`src/rtl/ecga_pkg.sv`:
```
// Shared types and codes of the extended center grid averaging block.
// No dependencies.
`default_nettype none
package ecga_pkg;

    localparam int ADDR_W = 4;

    localparam logic [1:0] REG_NODES_I = 2'd0;
    localparam logic [1:0] REG_NODES_J = 2'd1;
    localparam logic [1:0] REG_NODES_K = 2'd2;

    // Per-node control handed from front to back.
    typedef struct packed {
        logic [7:0]  idx_i;
        logic [7:0]  idx_j;
        logic [15:0] idx_k;
        logic        last_i;
        logic        last_j;
        logic        last_k;
        logic        has_i;
        logic        has_j;
        logic        has_k;
    } ctrl_t;

endpackage
`default_nettype wire

```
`src/rtl/ecga_back.sv`:
```
// Back part: expands each queued node into its extended points, one a cycle
// while the result is popped or empty, into the result register. Depends on ecga_pkg.
`default_nettype none
module ecga_back
    import ecga_pkg::*;
#(
    parameter int COORD_BITS = 32
) (
    input  wire logic                                 clk,
    input  wire logic                                 rst_n,
    input  wire logic                                 q_valid,
    output logic                                      q_pop,
    input  wire ctrl_t                                q_ctrl,
    input  wire logic [2:0][1:0][3:0][COORD_BITS+1:0] q_sums,
    output logic                                      empty,
    input  wire logic                                 pop,
    output logic signed [COORD_BITS-1:0]              center_x,
    output logic signed [COORD_BITS-1:0]              center_y,
    output logic signed [COORD_BITS-1:0]              center_z,
    output logic [7:0]                                ext_i,
    output logic [7:0]                                ext_j,
    output logic [15:0]                               ext_k,
    output logic                                      run_last
);
    localparam int C  = COORD_BITS;
    localparam int SW = C + 2;

    logic [2:0]        d_reg, d_next;
    logic              o_valid_reg;
    logic [2:0][C-1:0] o_c_reg, o_c_next;
    logic [7:0]        o_i_reg;
    logic [7:0]        o_j_reg;
    logic [15:0]       o_k_reg;
    logic              o_last_reg;
    logic              adv, fire, last_pt;
    logic              pi, pj, pk;
    logic [1:0]        sel;
    logic [1:0]        sh;

    assign adv   = !o_valid_reg || pop;
    assign fire  = q_valid && adv;
    assign q_pop = fire && last_pt;
    assign empty = !o_valid_reg;

    always_comb
    begin
        last_pt = (d_reg[0] == q_ctrl.last_i) && (d_reg[1] == q_ctrl.last_j)
                  && (d_reg[2] == q_ctrl.last_k);
        pi  = !d_reg[0] && q_ctrl.has_i;
        pj  = !d_reg[1] && q_ctrl.has_j;
        pk  = !d_reg[2] && q_ctrl.has_k;
        sel = {pj, pi};
        sh  = 2'(pi) + 2'(pj) + 2'(pk);
        // Step through points: i offset fastest, then j, then k.
        d_next = '0;
        if (q_ctrl.last_i && !d_reg[0])
        begin
            d_next = {d_reg[2:1], 1'b1};
        end
        else if (q_ctrl.last_j && !d_reg[1])
        begin
            d_next = {d_reg[2], 2'b10};
        end
        else
        begin
            d_next = 3'b100;
        end
    end

    always_comb
    begin
        logic signed [SW:0] tot;
        logic signed [SW:0] shv;
        for (int c = 0; c < 3; c++)
        begin
            tot = (SW+1)'($signed(q_sums[c][0][sel]));
            if (pk)
            begin
                tot = tot + (SW+1)'($signed(q_sums[c][1][sel]));
            end
            shv = tot >>> sh;
            o_c_next[c] = shv[C-1:0];
        end
    end

    always_ff @(posedge clk or negedge rst_n)
    begin
        if (!rst_n)
        begin
            d_reg       <= '0;
            o_valid_reg <= 1'b0;
        end
        else
        begin
            if (adv)
            begin
                o_valid_reg <= q_valid;
            end
            if (fire)
            begin
                d_reg <= last_pt ? 3'b000 : d_next;
            end
        end
    end

    always_ff @(posedge clk)
    begin
        if (fire)
        begin
            o_c_reg    <= o_c_next;
            o_i_reg    <= q_ctrl.idx_i + 8'(d_reg[0]);
            o_j_reg    <= q_ctrl.idx_j + 8'(d_reg[1]);
            o_k_reg    <= q_ctrl.idx_k + 16'(d_reg[2]);
            o_last_reg <= last_pt;
        end
    end

    assign center_x = o_c_reg[0];
    assign center_y = o_c_reg[1];
    assign center_z = o_c_reg[2];
    assign ext_i    = o_i_reg;
    assign ext_j    = o_j_reg;
    assign ext_k    = o_k_reg;
    assign run_last = o_last_reg;
endmodule
`default_nettype wire

```
`config.mk`:
```
export PLATFORM = sky130hd
export DESIGN_NAME = ecga_back
export DESIGN_NICKNAME = d
export VERILOG_FILES = /design/src/rtl/ecga_pkg.sv /design/src/rtl/ecga_back.sv
export SDC_FILE = /design/constraint.sdc
export NUM_CORES = 1
export LEC_CHECK = 0
export BUFFER_PORTS_ARGS = -buffer_cell sky130_fd_sc_hd__buf_4
export CAP_MARGIN = 0
export CORE_AREA = 5 5 377 379
export DETAILED_ROUTE_END_ITERATION = 7
export DIE_AREA = 0 0 382 384
export SLEW_MARGIN = 20
export SYNTH_ARGS = -nofsm -noshare
export SYNTH_HDL_FRONTEND = slang
export SYNTH_SLANG_ARGS = --single-unit
export TNS_END_PERCENT = 30
```
`constraint.sdc`:
```
create_clock -name clk -period 7.2 [get_ports clk]
set_input_delay 0.72 -clock clk [delete_from_list [all_inputs] [get_ports clk]]
set_output_delay 0.72 -clock clk [all_outputs]
set_load 0.005 [all_outputs]
```
Yosys cells after proc, flatten, opt, wreduce, memory -nomap -nowiden
Cells that the tools add are included. W data, S select, Z words.

Reductions and logical operators: 16. Magnitude comparators: 1. Eq/ne operators: 5. Shifts and indexed selects: 3. Add/subtract/negate cells: 8. Mux-type cells: 18.

Operator list (number): $bmux W34 S2 (6); $mux W34 (6); $add A34 B34 Y35 (3); $mux W35 (3); $sshr A35 B2 Y32 (3); $add A16 B1 Y16 (1); $add A8 B1 Y8 (2); $logic_and A1 B1 Y1 (9); $mux W3 (3); $logic_not A1 Y1 (4); $ne A2 B2 Y1 const B (2); $eq A1 B1 Y1 (3); $lt A2 B3 Y1 const B (1); $reduce_and A3 Y1 (1); $add A1 B1 Y2 (1); $add A2 B1 Y2 (1); $reduce_and A2 Y1 (1); $logic_or A1 B1 Y1 (1).

Register bits after elaboration: 133. Bits of input ports: 858. Logic and storage cells: 62.

Depth between registers and ports, before layout
Word-level depth: 7. Depth in mapped cells: 20.

Worst setup path before layout
Ideal clock, no wire load.

Path kind: input-to-reg. Start: input port q_ctrl[2] in the netlist's numbering. End: register o_c_reg (netlist bit center_x[31]), data pin. Path buffers: 6. Arrival: 5.349 ns. Path slack: 1.683 ns. Stages: 19. Library setup time: 0.167 ns. Required time: 7.033 ns. Cell sequence: nor2b_1 > buf_2 > buf_2 > buf_2 > buf_1 > buf_2 > mux4_2 > ha_1 > fa_1 > a211oi_1 > o21bai_1 > a211oi_2 > or3_1 > buf_4 > nand3_2 > or3_1 > a21oi_1 > mux2i_1 > a211oi_1.

RTL lines: start, declared (line ecga_back.sv:13) `input wire ctrl_t q_ctrl,`; end signal, assigned (line ecga_back.sv:110) `o_c_reg <= o_c_next;`; end, declared (line ecga_back.sv:30) `logic [2:0][C-1:0] o_c_reg, o_c_next;`.

==> results.md <==
- Status: finished clean
- TritonCTS clock tree: built
- # H-tree levels: 4
- Worst slack at placement: 1440 ps
- Initial Util: 0.135
- Clock Skews: 12.3 ps
- Remaining global-route overflow: 0
- Final Instance Area: 0.0288 mm²
- Cell row count: 137
- Drt wl/cell: 30.2 µm
- Total clock sinks: 133
- Max Used Layer: met5
- Initial antenna violation count: 75
- Total iterations of the first detailed-routing run: 6
- Fin. Hold Viols: 0
- Nets: 3755
- Wire length on met1: 60700 µm
- Synth Register Bits: 133
- Post-Syn Area: 0.0187 mm²
- Synth unique cells: 87
- I/O Buffers: 988
- CTS max path bufs: 2
- Seq. cell area: 0.00397 mm²
- Flop pwr share: 0.161
- EDFF count, synth: 129
- Max Fclk: 190 MHz
- Syn nets: 2849
- Met2 wire length: 58800 µm
- Starting DRT DRC Count: 2118
- DRC violations left: 0
- GRT Resource Usage Total: 0.182
- Avg Inst Size Synth: 9.95 µm²
- Pint: 3830 µW
- Hpwl dp: 125000 µm
- GPL Wtd Cong: 0.967
- Worst-path clk slew: 70 ps
- Final setup viols: 0
- Synth area leaders: mux4_2 25%, edfxtp_1 21%, ha_1 7.4%
- Count leader, synth: mux4_2
- YS warnings: 0
- Sw frac: 0.489
- Register area share after synthesis: 0.213
- I/O Pins: 989
- Final worst setup slack: 1940 ps
- Lkg Pwr: 0.0120 µW
- Die Y: 384 µm
- Vias: 21200
- Synth cell count leaders: 206 x mux4_2, 170 x nand2_1, 155 x a21oi_1
- Syn Inst Count: 1877
- Vias in the first global route: 20900
- Crit-path max FO: 7
- Crit path DAT: 5600 ps
- Max-Cap Viols: 0
- Area of the multi-input gates: 0.0141 mm²
- Fin crit share: 0.731
- DRT Wirelength: 140000 µm
- Die area: 0.147 mm²
- Crit path required time: 7540 ps
- Switch Pwr: 3660 µW
- Clock Power Share: 0.122
- Fin crit period: 5260 ps
- Asr flop ratio synth: 0.0301
- Combinational group share of total power: 0.717
- Routed Antenna Nets: 0
- Startpoint types: register
- Largest net degree at the start of global routing: 87
- First-pass GRT wire length: 182000 µm
- Crit Path Category: register to register
- Via/cell ratio: 4.58
- Clock latency on the worst-skew pair: 510 ps
- Cell Area, Placed: 0.0282 mm²
- Critical Path End Type: register
- Peak supply drop: 0.000194 V
- Core footprint: 0.139 mm²
- Slew @ Worst Pin: 889 ps
- Layout Cells excl Fill: 4621
- P per Cell Area: 260 mW/mm²
- Worst min path class: input pin to register
- RSZ-0062 raised after global routing: no
- Prevailing post-synth register cell: edfxtp_1
- TritonCTS Buffers: 17
- R2R cell count: 14
- P&R area growth vs syn: 54.4%
- Setup tns final: 0 ps
- Layout cells sized above 1: 0.473
- Max-slew violation count: 0
- Rel. slew slack: 0.407
- Root Driver: clkbuf_16
- Routed length on met3: 17800 µm
- Placed insts: 4570
- Hold Path Stages: 2
- Synth top area share: 0.248
- Die W: 382 µm
- Fillers: 15200
- Synth area leader: mux4_2
cell families (layout without fill, tap and decap cells):
| logic type | after synthesis | count (layout) | share of synthesized area |
|---|---|---|---|
| mux | 335 | 335 | 0.320 |
| other cells | 0 | 18 | 0 |
| compound gates | 534 | 534 | 0.184 |
| simple gates | 502 | 502 | 0.127 |
| xor+xnor | 90 | 90 | 0.0422 |
| flops | 133 | 133 | 0.213 |
| buf+inv | 169 | 1088 | 0.0364 |
| fa+ha+maj | 114 | 114 | 0.0780 |
final cells by class:
class	count	share of cell area
repair buffers	1023	0.270
diodes	18	0.00156
inverters	33	0.00456
multi-input cells	1575	0.487
flip-flops and latches	133	0.138
well taps	1807	0.0784
clock buffers	17	0.0148
clock inverters	15	0.00560
through the flow:
step                       util  total power [µW]  hold slack [ps]
after floorplan               -              4420              424
after global placement    0.204              6590              495
after detailed placement  0.204              6590              504
after CTS                 0.208              7570              324
after global routing      0.208              8050              388
final                     0.208              7490              405
critical path, stage by stage, from the launching register on:
cell and delay (ps):
dfrtp_1 430, nor2b_4 590, buf_4 260, mux4_2 590, ha_1 290, fa_1 480
a211oi_1 330, o21bai_1 190, a211oi_2 390, or3_1 330, nand3_2 160, or3_1 410
a21oi_1 210, mux2i_1 140, a211oi_1 250
power groups by stage:
stage	clock (µW)	combinational (µW)	sequential (µW)
after detailed placement	0	5360	1230
after CTS	973	5380	1220
after global placement	0	5350	1230
after floorplan	0	3220	1210
after global routing	991	5830	1230
final	917	5370	1200
layout by cell type (no fill, tap or decap), types with 7 or more instances in the layout:
cell          n
a211oi_1     27
nor2_1      118
nand4_1      30
a31oi_1      17
inv_1        28
o21bai_1     16
mux2_2       26
xor2_1       35
nand2b_1     16
mux4_2      206
nand2_1     170
o31ai_1      13
nand3_1      53
o21ai_0     123
nor3_1       30
diode_2      18
or3_1        11
clkbuf_16    17
mux2i_1     100
edfxtp_1    129
and3_1       28
ha_1        110
o21a_1       16
and2_1       10
o21ai_1       7
o211ai_1     13
a21o_1       52
o22ai_1      13
buf_12        8
xnor2_1      55
inv_6         8
buf_4      1014
a21oi_1     155
routing by layer:
| metal | vias to the layer above | GRT usage |
|---|---|---|
| met2 | 1115 | 0.265 |
| met4 | 66 | 0.0327 |
| met5 | - | 0 |
| met3 | 153 | 0.0914 |
| li1 | 9330 | - |
| met1 | 10500 | 0.244 |
worst paths after layout:
kind,to,slack [ps],startpoint
setup / recovery,center_x[31],1940,d_reg[0]
hold reg to reg,o_valid_reg,520,o_valid_reg
setup reg to reg,center_x[31],1940,d_reg[0]
max in group asynchronous,d_reg[1],6550,rst_n
min in group asynchronous,o_valid_reg,550,rst_n
hold / removal,o_valid_reg,400,q_valid
repair_timing:
action	in CTS	in global routing
gates resized for setup	0	0
setup endpoints to repair	0	0
endpoints found under the hold margin	4	0
hold buffers	1	0
buffers inserted	0	0
No activity file was read; power rests on OpenSTA's default activity.
