File: config.mk
export PLATFORM = sky130hd
export DESIGN_NAME = ecga_queue
export DESIGN_NICKNAME = d
export VERILOG_FILES = /design/src/rtl/ecga_queue.sv
export SDC_FILE = /design/constraint.sdc
export NUM_CORES = 1
export LEC_CHECK = 0
export BUFFER_PORTS_ARGS = -buffer_cell sky130_fd_sc_hd__buf_2
export CAP_MARGIN = 20
export CORE_MARGIN = 5
export CORE_UTILIZATION = 35
export CTS_BUF_LIST = sky130_fd_sc_hd__clkbuf_4 sky130_fd_sc_hd__clkbuf_8
export DETAILED_ROUTE_END_ITERATION = 8
export GPL_ROUTABILITY_DRIVEN = 0
export SLEW_MARGIN = 20
export SYNTH_ARGS = -nofsm -noshare
export SYNTH_HDL_FRONTEND = slang
export SYNTH_SLANG_ARGS = --single-unit
File: constraint.sdc
create_clock -name clk -period 2.9 [get_ports clk]
set_input_delay 0.145 -clock clk [delete_from_list [all_inputs] [get_ports clk]]
set_output_delay 0.145 -clock clk [all_outputs]
set_load 0.05 [all_outputs]
File: src/rtl/ecga_queue.sv
// Short register queue between front and back.
// No dependencies.
`default_nettype none
module ecga_queue #(
    parameter int WIDTH = 8,
    parameter int DEPTH = 4
) (
    input  wire logic             clk,
    input  wire logic             rst_n,
    input  wire logic             in_valid,
    output logic                  in_ready,
    input  wire logic [WIDTH-1:0] in_data,
    output logic                  out_valid,
    input  wire logic             out_pop,
    output logic      [WIDTH-1:0] out_data
);
    localparam int AW = $clog2(DEPTH);

    logic [WIDTH-1:0] slot_reg [DEPTH];
    logic [AW-1:0]    wr_ptr_reg, rd_ptr_reg;
    logic [AW:0]      count_reg;
    logic             do_push, do_pop;

    assign in_ready  = (count_reg != (AW+1)'(DEPTH));
    assign out_valid = (count_reg != '0);
    assign out_data  = slot_reg[rd_ptr_reg];
    assign do_push   = in_valid && in_ready;
    assign do_pop    = out_pop && out_valid;

    always_ff @(posedge clk or negedge rst_n)
    begin
        if (!rst_n)
        begin
            wr_ptr_reg <= '0;
            rd_ptr_reg <= '0;
            count_reg  <= '0;
        end
        else
        begin
            if (do_push)
            begin
                wr_ptr_reg <= (wr_ptr_reg == AW'(DEPTH-1)) ? '0 : wr_ptr_reg + AW'(1);
            end
            if (do_pop)
            begin
                rd_ptr_reg <= (rd_ptr_reg == AW'(DEPTH-1)) ? '0 : rd_ptr_reg + AW'(1);
            end
            count_reg <= count_reg + (AW+1)'(do_push) - (AW+1)'(do_pop);
        end
    end

    always_ff @(posedge clk)
    begin
        if (do_push)
        begin
            slot_reg[wr_ptr_reg] <= in_data;
        end
    end
endmodule
`default_nettype wire

## Word-level counts from Yosys, hierarchy flattened

Memory sizes are Yosys's and may differ from the RTL's.
Cells that the tools add are included.

- Reduce and logical (&&, ||, !) cells: 3
- Add/subtract/negate cells: 4
- Equality and inequality tests: 3
- Multiplexer cells: 4

Operators by type and width:

| kind | count |
|---|---|
| $add 2x1->2 const B | 2 |
| $eq 2x2->1 const B | 2 |
| $mux 2 | 2 |
| $add 3x1->3 | 1 |
| $ne 3x3->1 const B | 1 |
| $reduce_bool 3->1 | 1 |
| $sub 3x1->3 | 1 |
| $logic_and 1x1->1 | 2 |
| $mux 1 | 2 |

- Input port bits: 12
- Bits in writable memories: 32
- Memories: 1
- Word-level logic and storage cells: 18
- Output and inout port bits: 10
- Flip-flop bits (word level): 7

Memory list:

| memory | words | bits a word | read ports | clocked after memory_dff | wr ports | RTL line | source |
|---|---|---|---|---|---|---|---|
| slot_reg | 4 | 8 | 1 | 0 | 1 | 19 | `logic [WIDTH-1:0] slot_reg [DEPTH];` |

## Longest topological paths before layout

Gate-level depths: netlist of run 1.

- Word-level depth: 4
- Depth in mapped cells: 10
- Depth with buffers taken out: 9

## Worst setup path after synthesis of run 1

No wires, ideal clock.

- Kind: register -> register
- From: register count_reg[1]
- To: register count_reg[2]
- Setup slack: 0.649 ns
- Arrival time: 2.127 ns
- Cell stages (with the launch flop): 11
- Required time: 2.776 ns
- Path buffers: 1
- Setup time: 0.124 ns
- Cells stage by stage: dfrtp_1 or3b_1 buf_6 nand2_1 ha_1 inv_1 ha_1 inv_1 fa_1 xnor2_1 xnor2_1

- Word-level cells in the longest chain between the ends: 4
- Elaborated cells on any way between the ends: 6

Ends and longest elaborated chain:

| item | RTL line | source |
|---|---|---|
| start: declaration | 21 | `logic [AW:0] count_reg;` |
| start signal: assignment | 48 | `count_reg <= count_reg + (AW+1)'(do_push) - (AW+1)'(do_pop);` |
| $ne 3x3->1 | 24 | `assign in_ready = (count_reg != (AW+1)'(DEPTH));` |
| named net in_ready | 11 | `output logic in_ready,` |
| $logic_and 1x1->1 | 27 | `assign do_push = in_valid && in_ready;` |
| $add 3x1->3 | 48 |  |
| $sub 3x1->3 | 48 |  |

The timed path passes the listed nets, and every way through them passes these cells.
A chain may end at the register's enable or synchronous reset.

## Worst setup path after layout of run 1

- From: register count_reg[1]
- To: register count_reg[2]

- Word-level cells in the longest chain between the ends: 4
- Elaborated cells on any way between the ends: 6

Ends and longest elaborated chain:

| item | RTL line |
|---|---|
| $ne 3x3->1 | 24 |
| $logic_and 1x1->1 | 27 |
| $add 3x1->3 | 48 |
| $sub 3x1->3 * | 48 |

Mark *: on every way between the ends. The rest lies on a longest branch, timed or not.

==> results.txt, run 1 <==
The met1 track utilization from global routing is 0.105. After detailed routing, the number of remaining DRC violations is 0. The wire-length estimate of the detail-placed layout is between 1500 and 2000 um. The final-report hold violation count came to 0.

The final core utilization is 0.422. In this run the core area contains 24 standard-cell rows. The highest attainable clock frequency came out at roughly 430 MHz. The worst clock skew came out at 0.00631 ns.

The worst setup path is launched from a register. For this design the ratio of total power to cell area is between 1000 and 1500 nW/um2. The summed negative setup slack over all endpoints is 0 ns. The final number of max-transition violations came out at 0.

The number of nets in the layout came out at 131. The first-pass GRT wire length came out at 4300 um. The effective utilization at floorplan is 0.366. For the worst-skew pair, the clock arrives at the later sink with an insertion delay of about 0.29 ns. The count of cells resized by post-cts repair came out at 0. The root buffer cell is sky130_fd_sc_hd__clkbuf_8.

The H-tree generated during clock tree synthesis spans 2 levels. The worst hold-check path type is input port to register. The clock sink count is 39. The number of endpoints failing setup at the final stage came out at 0. Setup repair after global routing left no endpoint under its margin. The detailed-route wire length per cell came out at 15.7 um. The floorplan step set the die height to 78.1 um. The highest fanout seen on the critical path came out at 8.

Across all setup checks in the final design, the least slack found is 0.577 ns. The most used routing layer in global routing is met2. The via-per-instance ratio came out at 4.99. The count of different cell masters after synthesis is 22. For this run, global-route usage on met3 was measured as 0.0412.

The flow ran to the end, and the final reports show no timing, DRC or antenna violations. The transition at the pin with the smallest max-transition slack is 0.587 ns. The number of antenna violations at the first check in global routing came to 0.

The max-cap check violation count is 0. The maximum count of clock buffers along a single path is 2. The required time of the worst setup path came out at 3.07 ns. When the netlist entered floorplanning its net count stood at 105. The netlist area before placement is 1630 um2. In the global route stage, met2 resource usage came out at 0.165. During synthesis, Yosys emitted a total of 0 warnings. The detailed-route wire length is 2580 um.

The analysis attributes to cell leakage a power of 0.721 nW. The total iterations of the first detailed-routing run is 4. The via count is ~800. Entering global routing, the biggest net connects 13 pins.

For this block, the initial DRC count from the detailed router was 25. Traced cell by cell, the critical path runs through or3b_1 > nand2_1 > ha_1 > inv_1 > ha_1 > inv_1 > fa_1 > xnor2_1 > xnor2_1. The area growth from synthesis to layout came out at 15.3%. The number of antenna diodes in the final layout is 0. The slowest stage of the critical path is the sky130_fd_sc_hd__or3b_1 cell.

Input and output buffers added on the ports amount to 21. The count of mapped cells out of synthesis is 85. The minimum clock period after layout is 2.32 ns.

The number of global-route vias before repair came out at 893. The arrival time at the worst endpoint is 2.49 ns. Global routing finished with a remaining overflow of 0.

The area of the placeable core is 4440 um2. The sequential-to-total area share from yosys stat is 0.699. After synthesis, the mean cell area works out to 19.1 um2. The global routing usage summed across all routing layers is 0.0944. The total power of the final layout is around 2.1 mW. The critical path is of the register to register type. The number of primary I/O pins came out at 22.

The worst-case IR drop observed on VDD is 0.487 mV. Of the available clock period, the critical path in the final layout requires 0.801. The clock-pin transition on the worst setup and hold timing paths is 0.07 ns. The worst setup timing slack at the placement stage came out at between 0.5 and 0.6 ns. The endpoint kind of the worst setup timing path is a register. The die covers 6110 um2. The die extent in x came out at 78.1 um. The largest single stage delay on the critical path is slightly above 0.5 ns.

The proportion of layout cells with a drive suffix above 1 is 0.348. Counting the buffers created by CTS gives 5. Measured against its own limit, the worst slew margin works out to 0.609.

The number of nets still failing antenna checks after routing is 0. After synthesis the netlist holds a flip-flop and latch count of 39. TritonCTS built the clock tree. The number of flip-flops under the largest register name came out at 32.
through the flow:
stage | hold WS (ns) | instance area [um2] | cells
2_1_floorplan | -0.151 | 1630 | 85
3_3_place_gp | -0.0108 | 1780 | 155
3_5_place_dp | -0.00532 | 1780 | 155
5_1_grt | 0.0619 | 1870 | 164
6_report | 0.0741 | 1870 | 164
4_1_cts | 0.0658 | 1870 | 164
final timing paths:
path | from | end | slack, ns | cells after the start
min in group asynchronous | rst_n | count_reg[0]$_DFF_PN0_ | 0.23 | 2
hold reg to reg | count_reg[2]$_DFF_PN0_ | count_reg[2]$_DFF_PN0_ | 0.56 | 1
setup / recovery | count_reg[1]$_DFF_PN0_ | count_reg[2]$_DFF_PN0_ | 0.58 | 9
setup reg to reg | count_reg[1]$_DFF_PN0_ | count_reg[2]$_DFF_PN0_ | 0.58 | 9
hold / removal | in_data[3] | slot_reg[2][3]$_DFFE_PP_ | 0.07 | 1
max in group asynchronous | rst_n | wr_ptr_reg[0]$_DFFE_PN0P_ | 2.51 | 2
cell usage in the layout, fill, tap and decap left out:
| master | instances |
|---|---|
| sky130_fd_sc_hd__edfxtp_1 | 32 |
| sky130_fd_sc_hd__xnor2_1 | 2 |
| sky130_fd_sc_hd__clkinvlp_4 | 1 |
| sky130_fd_sc_hd__and3_1 | 4 |
| sky130_fd_sc_hd__clkbuf_8 | 5 |
| sky130_fd_sc_hd__nand2_1 | 1 |
| sky130_fd_sc_hd__o31ai_1 | 1 |
| sky130_fd_sc_hd__mux2_2 | 2 |
| sky130_fd_sc_hd__nor3b_1 | 1 |
| sky130_fd_sc_hd__nor2_1 | 1 |
| sky130_fd_sc_hd__a211o_1 | 2 |
| sky130_fd_sc_hd__dlygate4sd3_1 | 1 |
| sky130_fd_sc_hd__or3_1 | 1 |
| sky130_fd_sc_hd__inv_1 | 6 |
| sky130_fd_sc_hd__ha_1 | 7 |
| sky130_fd_sc_hd__nor2b_1 | 2 |
| sky130_fd_sc_hd__clkbuf_4 | 1 |
| sky130_fd_sc_hd__clkinv_2 | 1 |
| sky130_fd_sc_hd__fa_1 | 1 |
| sky130_fd_sc_hd__and2_1 | 1 |
| sky130_fd_sc_hd__or3b_1 | 1 |
| sky130_fd_sc_hd__nor4bb_1 | 2 |
| sky130_fd_sc_hd__buf_2 | 21 |
| sky130_fd_sc_hd__mux4_2 | 8 |
| sky130_fd_sc_hd__dfrtp_1 | 7 |
report_power, final:
group	switching (mW)	internal (mW)
clock	0.178	0.177
combinational	0.511	0.309
sequential	0.137	0.757
total	0.825	1.24
per-layer routing:
metal  wire length [um]  share of wire
met1               1100           0.43
met2               1310           0.51
met3                139          0.054
met4                 26          0.010
met5                  0              0
cells by family after synthesis:
logic type | count (synthesis) | synth area share
AOI/OAI and AO/OA | 3 | 0.0154
xor gates and xnor gates | 2 | 0.0108
adders and majority gates | 8 | 0.0662
buffers and inverters | 9 | 0.0262
DFF | 39 | 0.699
muxes | 10 | 0.125
and+or+nand+nor | 14 | 0.0577
cells in the mapped netlist:
cell	count	area share
sky130_fd_sc_hd__dfrtp_1	7	0.11
sky130_fd_sc_hd__or3_1	1	0.0039
sky130_fd_sc_hd__fa_1	1	0.012
sky130_fd_sc_hd__buf_2	1	0.0031
sky130_fd_sc_hd__nor3b_1	1	0.0046
sky130_fd_sc_hd__nor4bb_1	2	0.012
sky130_fd_sc_hd__edfxtp_1	32	0.59
sky130_fd_sc_hd__a211o_1	2	0.011
sky130_fd_sc_hd__mux4_2	8	0.11
sky130_fd_sc_hd__nor2b_1	2	0.0077
sky130_fd_sc_hd__nand2_1	1	0.0023
sky130_fd_sc_hd__and3_1	4	0.015
sky130_fd_sc_hd__buf_6	1	0.0069
sky130_fd_sc_hd__or3b_1	1	0.0054
sky130_fd_sc_hd__buf_1	1	0.0023
sky130_fd_sc_hd__inv_1	6	0.014
sky130_fd_sc_hd__nor2_1	1	0.0023
sky130_fd_sc_hd__mux2_2	2	0.014
sky130_fd_sc_hd__and2_1	1	0.0039
sky130_fd_sc_hd__ha_1	7	0.054
sky130_fd_sc_hd__o31ai_1	1	0.0046
sky130_fd_sc_hd__xnor2_1	2	0.011
critical path, delay by kind of cell (launching register included):
kind / cells / cell delay (ns)
AND/OR/NAND/NOR: 2 / 0.63
buffers and inverters: 2 / 0.10
adder cells (fa/ha/maj): 3 / 0.73
XOR/XNOR: 2 / 0.28
flip-flops: 1 / 0.47
area by class of cell:
type | count | area [um2]
clock buffer | 6 | 76.3
inverter | 6 | 22.5
timing repair buffer | 22 | 115
multi-input combinational | 37 | 447
tap | 52 | 65.1
sequential | 39 | 1140
clock inverter | 2 | 12.5
fill | 420 | 2570
what timing repair did:
action                    CTS  global route
hold endpoints to repair    7             0
buffers inserted            0             0
hold buffers                1             0
Power figures use the tool's default switching activity.
==> run 2: changes to the inputs <==
==> constraint.sdc (replaced) <==
create_clock -name clk -period 2.1 [get_ports clk]
set_input_delay 0.105 -clock clk [delete_from_list [all_inputs] [get_ports clk]]
set_output_delay 0.105 -clock clk [all_outputs]
set_load 0.05 [all_outputs]
==> results.txt, run 2 (synthesis gave the netlist of run 1 again) <==
The flow ran to the end, and the final reports show no timing, DRC or antenna violations. The residual overflow from global routing was 0 (unchanged). The clock network power share came out at 0.186 (+0.015). The count of unresolved DRC violations after routing came out at 0 (unchanged). The maximum vdd ir drop came out at 0.446 mV (-8.5%). The number of global-route vias before repair came out at 936 (+4.8%).

The transition at the pin with the smallest max-transition slack is 0.605 ns (+0.0180 ns). The final antenna diode count is 0 (unchanged). The tree is rooted in a sky130_fd_sc_hd__clkbuf_8. The number of nets still failing antenna checks after routing came out at 0 (unchanged). The first-pass GRT wire length is 4440 um (+3.4%). The detailed-route wire length per cell came to 16.2 um (+2.9%).

The number of antenna violations at the first check in global routing came out at 0 (unchanged). Setup repair after global routing could not meet its margin everywhere. The proportion of layout cells with a drive suffix above 1 came out at 0.458 (+0.109). The final number of max-transition violations is 0 (unchanged). The final critical-path share of the clock period came out at 0.975 (+0.174). The number of buffers created by CTS came to 5 (unchanged).

STA classifies the critical path endpoint as a register. The highest fanout seen on the critical path came out at 3 (-5). The clock sink count is 39 (unchanged). The worst hold margin is 0.0420 ns (-0.0321 ns). The headroom to the max-slew limit came to 0.597 (-0.0120). STA classifies the critical path startpoint as a register.

The highest attainable clock frequency is 488 MHz (+13%). The final-report hold violation count is 0 (unchanged). The number of input and output port buffers inserted came out at 21 (unchanged). The total number of placement rows is 24 (unchanged). The area growth from synthesis to layout is 22.6%. The via count came out at 818 (unchanged). The non-filler instance count after layout is 170 (+3.7%). The fraction of power consumed by sequential logic is 0.384 (-0.048). The die extent in x is 78.1 um (unchanged). The internal power of the cells came out at 1.95 mW (+57%). The clock-pin transition on the worst setup and hold timing paths came out at 0.08 ns (about the same).

The worst setup slack after layout came out at 0.0523 ns (-0.524 ns). The via-per-instance ratio came out at 4.81 (-3.5%). The height of the die is 78.1 um (unchanged).

The summed negative setup slack over all endpoints was 0 ns (unchanged). The violation count after the first detailed-routing iteration was 37 (+48%). The minimum clock period after layout was 2.05 ns (-0.276 ns). The maximum count of clock buffers along a single path came to 2 (unchanged).

The number of endpoints failing setup at the final stage came out at 0 (unchanged). The clock insertion delay at the later pin of the skew report came out at 0.28 ns (about the same). The TritonCTS clock tree is built. The total power of the final layout came out at 3.15 mW (+53%). The effective utilization at floorplan is 0.366 (unchanged). The detailed placer's ending HPWL is 1930 um (+3.7%). The worst setup timing slack at the placement stage is 0.00142 ns (-0.588 ns). The number of levels the H-tree was split into is 2 (unchanged). The total iterations of the first detailed-routing run is 3 (-1).

The number of nets in the layout came out at 137 (+4.6%). The pin count of the biggest net entering global routing is 13 (unchanged). The die area is 6110 um2 (unchanged).

The fraction of power spent switching nets is 0.382 (-0.0163). The worst clock skew was 0.00856 ns (+0.00225 ns). The layout filler cell count is 404 (-3.8%). The instance count after placement with tap cells included is 159 (+2.6%). The power spent charging and discharging nets came out at 1.21 mW (+46%). The standby leakage power is 0.766 nW (+6.3%). The area of the placeable core came out at 4440 um2 (unchanged).

The number of flip-flops under the largest register name is 32 (unchanged). Leaving out fill and tap cells, the most frequent cell in the layout is sky130_fd_sc_hd__edfxtp_1. The required time of the worst setup path is 2.27 ns (-0.80 ns). The detailed-route wire length came out at 2750 um (+6.6%). The arrival time at the worst endpoint was 2.22 ns (-0.27 ns). The total power density per cell area was 1580 nW/um2 (+44%). The global routing usage summed across all routing layers came out at 0.0971 (+0.00270). Leaving out fill and tap cells, the most frequent cells in the layout are sky130_fd_sc_hd__edfxtp_1, sky130_fd_sc_hd__buf_2, sky130_fd_sc_hd__mux4_2, sky130_fd_sc_hd__dfrtp_1, sky130_fd_sc_hd__buf_4. The worst hold-check path type is input port to register. The max-cap check violation count came to 0 (unchanged). The worst setup path is of the register to register kind. The number of primary I/O pins is 22 (unchanged). The combinational power share came out at 0.430 (+0.034).
-- run 2: final cells by class --
type | count | area (um2) | area share
Sequential cell | 39 | 1140 | 0.571
Inverter | 6 | 25.0 | 0.0126
Clock inverter | 3 | 38.8 | 0.0195
Timing Repair Buffer | 28 | 160 | 0.0804
Clock buffer | 5 | 68.8 | 0.0345
Tap cell | 52 | 65.1 | 0.0327
Multi-Input combinational cell | 37 | 497 | 0.249
-- run 2: power by group through the flow --
| stage | Combinational (mW) | Sequential, mW | Clock, mW |
|---|---|---|---|
| 5_1_grt | 1.47 | 1.25 | 0.631 |
| 3_3_place_gp | 1.27 | 1.23 | 0 |
| 2_1_floorplan | 1.08 | 1.15 | 0 |
| 3_5_place_dp | 1.31 | 1.24 | 0 |
| 6_report | 1.36 | 1.21 | 0.586 |
| 4_1_cts | 1.36 | 1.22 | 0.604 |
-- run 2: path summary, 6_finish.rpt --
kind	start	end	slack (ns)	cells after the start
setup reg to reg	count_reg[1]$_DFF_PN0_	count_reg[2]$_DFF_PN0_	0.05	9
hold reg to reg	count_reg[2]$_DFF_PN0_	count_reg[2]$_DFF_PN0_	0.62	2
hold / removal	in_data[5]	slot_reg[0][5]$_DFFE_PP_	0.04	1
min in group asynchronous	rst_n	count_reg[0]$_DFF_PN0_	0.19	2
max in group asynchronous	rst_n	count_reg[1]$_DFF_PN0_	1.73	2
setup / recovery	count_reg[1]$_DFF_PN0_	count_reg[2]$_DFF_PN0_	0.05	9
-- run 2: through the flow --
step,area [um2],utilization
6_report,1990,0.448
3_5_place_dp,1850,0.416
2_1_floorplan,1670,-
4_1_cts,1980,0.446
3_3_place_gp,1850,0.416
5_1_grt,1990,0.448
-- run 2: worst max-delay path, stage by stage (launching register included) --
cell	delay (ns)
sky130_fd_sc_hd__dfrtp_2	0.43
sky130_fd_sc_hd__or3b_4	0.42
sky130_fd_sc_hd__nand2_4	0.09
sky130_fd_sc_hd__ha_4	0.20
sky130_fd_sc_hd__inv_4	0.05
sky130_fd_sc_hd__ha_4	0.11
sky130_fd_sc_hd__inv_2	0.03
sky130_fd_sc_hd__fa_2	0.34
sky130_fd_sc_hd__xnor2_2	0.14
sky130_fd_sc_hd__xnor2_1	0.12
-- run 2: repair_timing --
item                                    CTS  global route
hold buffers                              1             0
buffers inserted                          1             1
endpoints found under the hold margin     7             0
endpoints found under the setup margin    1             1
gates resized for setup                   2             1
pin swaps                                 0             5
-- run 2: metal layers --
layer,routed length (um),GRT usage
met1,1200,0.113
met2,1410,0.170
met3,122,0.0355
met4,21,0.0262
met5,0,0
